==> src/sv/orl_pkg.sv <==
// Shared types and constants for the object record loader.
`timescale 1ns / 1ps
package orl_pkg;

  localparam int IDX_W = 26;

  localparam logic [7:0] CH_0         = 8'h30;
  localparam logic [7:0] CH_9         = 8'h39;
  localparam logic [7:0] CH_ALPHA_OFS = 8'd55;
  localparam logic [7:0] CH_T         = 8'h54;
  localparam logic [7:0] CH_M         = 8'h4D;
  localparam logic [7:0] CH_LF        = 8'h0A;
  localparam logic [8:0] HEADER_LEN   = 9'd19;
  localparam logic [8:0] START_FIRST  = 9'd7;
  localparam logic [8:0] START_LAST   = 9'd12;
  localparam logic [8:0] ADDR_DIGITS  = 9'd6;
  localparam logic [8:0] LEN_DIGITS   = 9'd2;
  localparam logic [13:0] LOAD_ADDRESS_RESET = 14'd1024;

  typedef enum logic [1:0] {
    EV_NIBBLE  = 2'd0,
    EV_XFER    = 2'd1,
    EV_DROPPED = 2'd2
  } event_kind_t;

  typedef enum logic [3:0] {
    PH_HEADER, PH_SKIP, PH_DISPATCH, PH_T_ADDR, PH_T_LEN, PH_T_TEXT,
    PH_M_ADDR, PH_M_LEN, PH_E_ADDR, PH_DONE
  } phase_t;

  typedef enum logic [2:0] {
    S_CLEAR, S_IDLE, S_PARSE, S_MREAD, S_MADD, S_EMIT
  } ctrl_state_t;

  typedef struct packed {
    logic clear_step;
    logic load_char;
    logic parse;
    logic mod_read;
    logic mod_add;
    logic emit;
  } orl_cmd_t;

  typedef struct packed {
    logic clear_done;
    logic step_emit;
    logic step_modify;
    logic mod_more;
    logic out_free;
  } orl_status_t;

endpackage

==> src/sv/orl_ctrl.sv <==
// Sequencing state machine of the object record loader.
`timescale 1ns / 1ps
module orl_ctrl (
  input  logic                 clk,
  input  logic                 rst,
  input  logic                 in_valid,
  output logic                 in_ready,
  input  orl_pkg::orl_status_t status,
  output orl_pkg::orl_cmd_t    cmd
);

  orl_pkg::ctrl_state_t state, state_next;

  always_ff @(posedge clk) begin
    if (rst) begin
      state <= orl_pkg::S_CLEAR;
    end else begin
      state <= state_next;
    end
  end

  always_comb begin
    state_next = state;
    cmd        = '0;
    in_ready   = 1'b0;
    unique case (state)
      orl_pkg::S_CLEAR: begin
        cmd.clear_step = 1'b1;
        if (status.clear_done) state_next = orl_pkg::S_IDLE;
      end
      orl_pkg::S_IDLE: begin
        in_ready = 1'b1;
        if (in_valid) begin
          cmd.load_char = 1'b1;
          state_next = orl_pkg::S_PARSE;
        end
      end
      orl_pkg::S_PARSE: begin
        cmd.parse = 1'b1;
        if (status.step_emit) state_next = orl_pkg::S_EMIT;
        else if (status.step_modify) state_next = orl_pkg::S_MREAD;
        else state_next = orl_pkg::S_IDLE;
      end
      orl_pkg::S_MREAD: begin
        cmd.mod_read = 1'b1;
        state_next = orl_pkg::S_MADD;
      end
      orl_pkg::S_MADD: begin
        cmd.mod_add = 1'b1;
        state_next = orl_pkg::S_EMIT;
      end
      orl_pkg::S_EMIT: begin
        if (status.out_free) begin
          cmd.emit = 1'b1;
          state_next = status.mod_more ? orl_pkg::S_MREAD : orl_pkg::S_IDLE;
        end
      end
      default: state_next = orl_pkg::S_CLEAR;
    endcase
  end

endmodule

==> config.mk <==
export PLATFORM = sky130hd
export DESIGN_NAME = orl_ctrl
export DESIGN_NICKNAME = d
export VERILOG_FILES = /design/src/sv/orl_pkg.sv /design/src/sv/orl_ctrl.sv
export SDC_FILE = /design/constraint.sdc
export NUM_CORES = 1
export LEC_CHECK = 0
export BUFFER_PORTS_ARGS = -buffer_cell sky130_fd_sc_hd__clkbuf_2
export CORE_AREA = 5 5 42 44
export CTS_CLUSTER_DIAMETER = 150
export DETAILED_ROUTE_END_ITERATION = 8
export DIE_AREA = 0 0 47 49
export HOLD_SLACK_MARGIN = 0.05
export PLACE_DENSITY = 0.45
export SYNTH_ARGS = -nofsm -noshare
export SYNTH_HDL_FRONTEND = slang
export SYNTH_SLANG_ARGS = --single-unit
==> constraint.sdc <==
create_clock -name clk -period 1.3 [get_ports clk]
set_input_delay 0.13 -clock clk [delete_from_list [all_inputs] [get_ports clk]]
set_output_delay 0.13 -clock clk [all_outputs]
set_load 0.005 [all_outputs]
==> run summary <==
• **status** finished clean
• **arrival time of the worst setup path** 1.14 ns
• **clock sinks** 3
• **clock transition at the registers of the reported paths** 0.04 ns
• **std cell rows** 14
• **synthesis warning total** 0
• **library cells used by synthesis** 19
• **total of flip-flops plus latches after synthesis** 3
• **time the final worst path needs with I/O delays and setup** 1.27 ns
• **Placed Cells incl. Taps** 61
• **area fraction of the dominant cell type after synthesis** 0.236
• **number of non-filler instances in the completed layout** 68
• **RSZ-0062 raised after global routing** true
• **crit start category** flop
• **Mapped Avg Cell Area** 7.70 um^2
• **worst slack at placement** 0.0562 ns
• **share of the core filled with cells** 0.289
• **total count of max-transition violations in the final report** 0
• **TritonCTS buffer count** 3
• **clock tree from TritonCTS** built
• **worst rel slew slack** 0.836
• **synthesized area** 254 um^2
• **worst-path maximum fanout** 3
• **Finish-stage setup viols** 0
• **Max Clock Freq** 787 MHz
• **Regs by FF count** state x3
• **max FFs per register** 3
• **share of total power in sequential cells** 0.257
• **cells taking the most area after synthesis** dfxtp_1 24%, a21oi_1 5.9%, a2111oi_2 5.9%, buf_4 5.9%, nor2_1 5.9%
• **clock tree skew after final layout** 0.00651 ns
• **share of layout cells above drive strength 1** 0.596
• **final number of hold-violating endpoints** 0
• **Core Footprint** 1400 um^2
• **library cell with the highest instance count after synthesis** nor2_1
• **Routed wire per std cell** 10.8 um
• **Filler cells** 179
• **number of antenna violations at the first check in global routing** 0
• **Cells after Synth** 33
• **portion of the post-synthesis area used by sequential elements** 0.236
• **area growth from synthesis to layout** 59.6%
• **violation count after the first detailed-routing iteration** 4
• **DRT antenna net count** 0
• **top-level I/O count** 15
• **total global-route track usage** 0.0746
• **die area** 2300 um^2
• **main flop type after synthesis** dfxtp_1
• **design internal power** 319 uW
• **least setup slack across all paths after layout** 0.0300 ns
• **fraction of registers with async set or reset after synthesis** 0
• **via-per-instance ratio** 4.44
• **final wirelength** 733 um
• **via count** 302
• **total power density per cell area** 1140 nW/um^2
• **max_cap viols** 0
• **Worst VDD drop** 0.339 mV
• **type of the worst setup path** flop to primary output
• **Hold Path Class** primary input to flop
• **Final Total Pwr** 463 uW
• **die width** 47 um
• **global-route wire length before repair** 1100 um
• **register ranked first by flip-flop count** state
• **summed negative setup slack over all endpoints** 0 ns
• **Remaining DRCs** 0
• **Initial Util** 0.181
• **Max Buffers Root-to-Sink** 2
• **final-stage net count** 61
• **library cell used as clock root buffer** clkbuf_4
• **slew at the pin closest to its max-slew limit** 0.245 ns
• **pin count of the biggest net entering global routing** 13
• **final worst path period share** 0.977
• **commonest cells in the synthesized netlist** 4 x nor2_1, 3 x a21oi_1, 3 x dfxtp_1, 3 x nand2_1
• **vertical extent of the die** 49 um
• **post-DP HPWL** 560 um
• **switching part of the total power** 0.311
• **data required time at the worst endpoint** 1.17 ns
• **number of buffer cells added on primary ports** 14
• **diode insertion count for antenna repair** 0
• **switching power of the nets** 144 uW
• **number of enable-type register cells in the synthesized netlist** 0
• **P_leak** 0.196 nW
• **CTS HTree Levels** 1
• **routability-driven placement congestion ratio** 0.716
• **area leader, netlist** dfxtp_1
• **First-pass DRT Iterations** 4
• **number of global-route vias before repair** 274
• **kind of end point of the critical path** primary output
• **GRT overflow** 0
• **Skew-Pair Late Insertion Delay** 0.24 ns
• **relative contribution of the clock network to total power** 0.373
• **fraction of power consumed by combinational cells** 0.370
• **number of nets produced by synthesis** 41
-- final cells by class --
class / count / area, um^2 / area share
Sequential cell: 3 / 66.3 / 0.164
Tap cell: 16 / 20.0 / 0.0494
Timing Repair Buffer: 18 / 104 / 0.256
Multi-Input combinational cell: 27 / 189 / 0.466
Clock buffer: 4 / 26.3 / 0.0648
-- cells by family after synthesis --
group,after synthesis,synth area share
buffers and inverters,3,0.103
AO/OA/AOI/OAI,9,0.246
AND/OR/NAND/NOR,18,0.414
flip-flops,3,0.236
-- routing by layer --
metal  GRT usage  share of wire  vias to the layer above
met5           0              0                        -
met2      0.0814           0.41                       16
met3      0.0480           0.14                        3
met1      0.0791           0.42                      132
li1            -              -                      151
met4      0.0968          0.030                        0
-- through the flow --
step           hold WS [ns]  instance area, um^2
6_report             0.0906                  405
5_1_grt              0.0903                  405
4_1_cts              0.0962                  388
3_5_place_dp          0.356                  325
3_3_place_gp          0.354                  325
2_1_floorplan         0.199                  254
-- worst paths after layout --
check,startpoint,end,slack [ns],depth (start not counted)
worst max-delay path,state[1],cmd[4],0.03,4
worst min-delay path,rst,state[1],0.09,2
worst max register to register,state[0],state[1],0.07,4
worst min register to register,state[2],state[2],0.55,2
-- critical path: stages (launching register included) --
cell and delay, ns:
dfxtp_2 0.31, and2b_2 0.22, nor2b_4 0.12, and2_1 0.13
clkbuf_2 0.10
-- power by group through the flow --
stage,combinational [mW],sequential [mW],clock [mW]
6_report,0.171,0.119,0.173
5_1_grt,0.189,0.120,0.188
4_1_cts,0.165,0.117,0.172
3_5_place_dp,0.130,0.124,0
3_3_place_gp,0.128,0.125,0
2_1_floorplan,0.106,0.109,0
-- layout by cell type (no fill, tap or decap), drive strengths merged, types with 2 or more instances in the layout --
cell,count
clkbuf,18
nor2,4
buf,4
nand2,3
a21oi,3
dfxtp,3
and2,2
o21bai,2
o21ai,2
nor2b,2
-- what timing repair did --
action | in CTS | in global routing
setup endpoints to repair | 3 | 6
setup buffers | 3 | 0
endpoints found under the hold margin | 0 | 0
hold buffers | 0 | 0
pin swaps | 1 | 1
resized for setup | 6 | 5
Power figures use the tool's default switching activity.
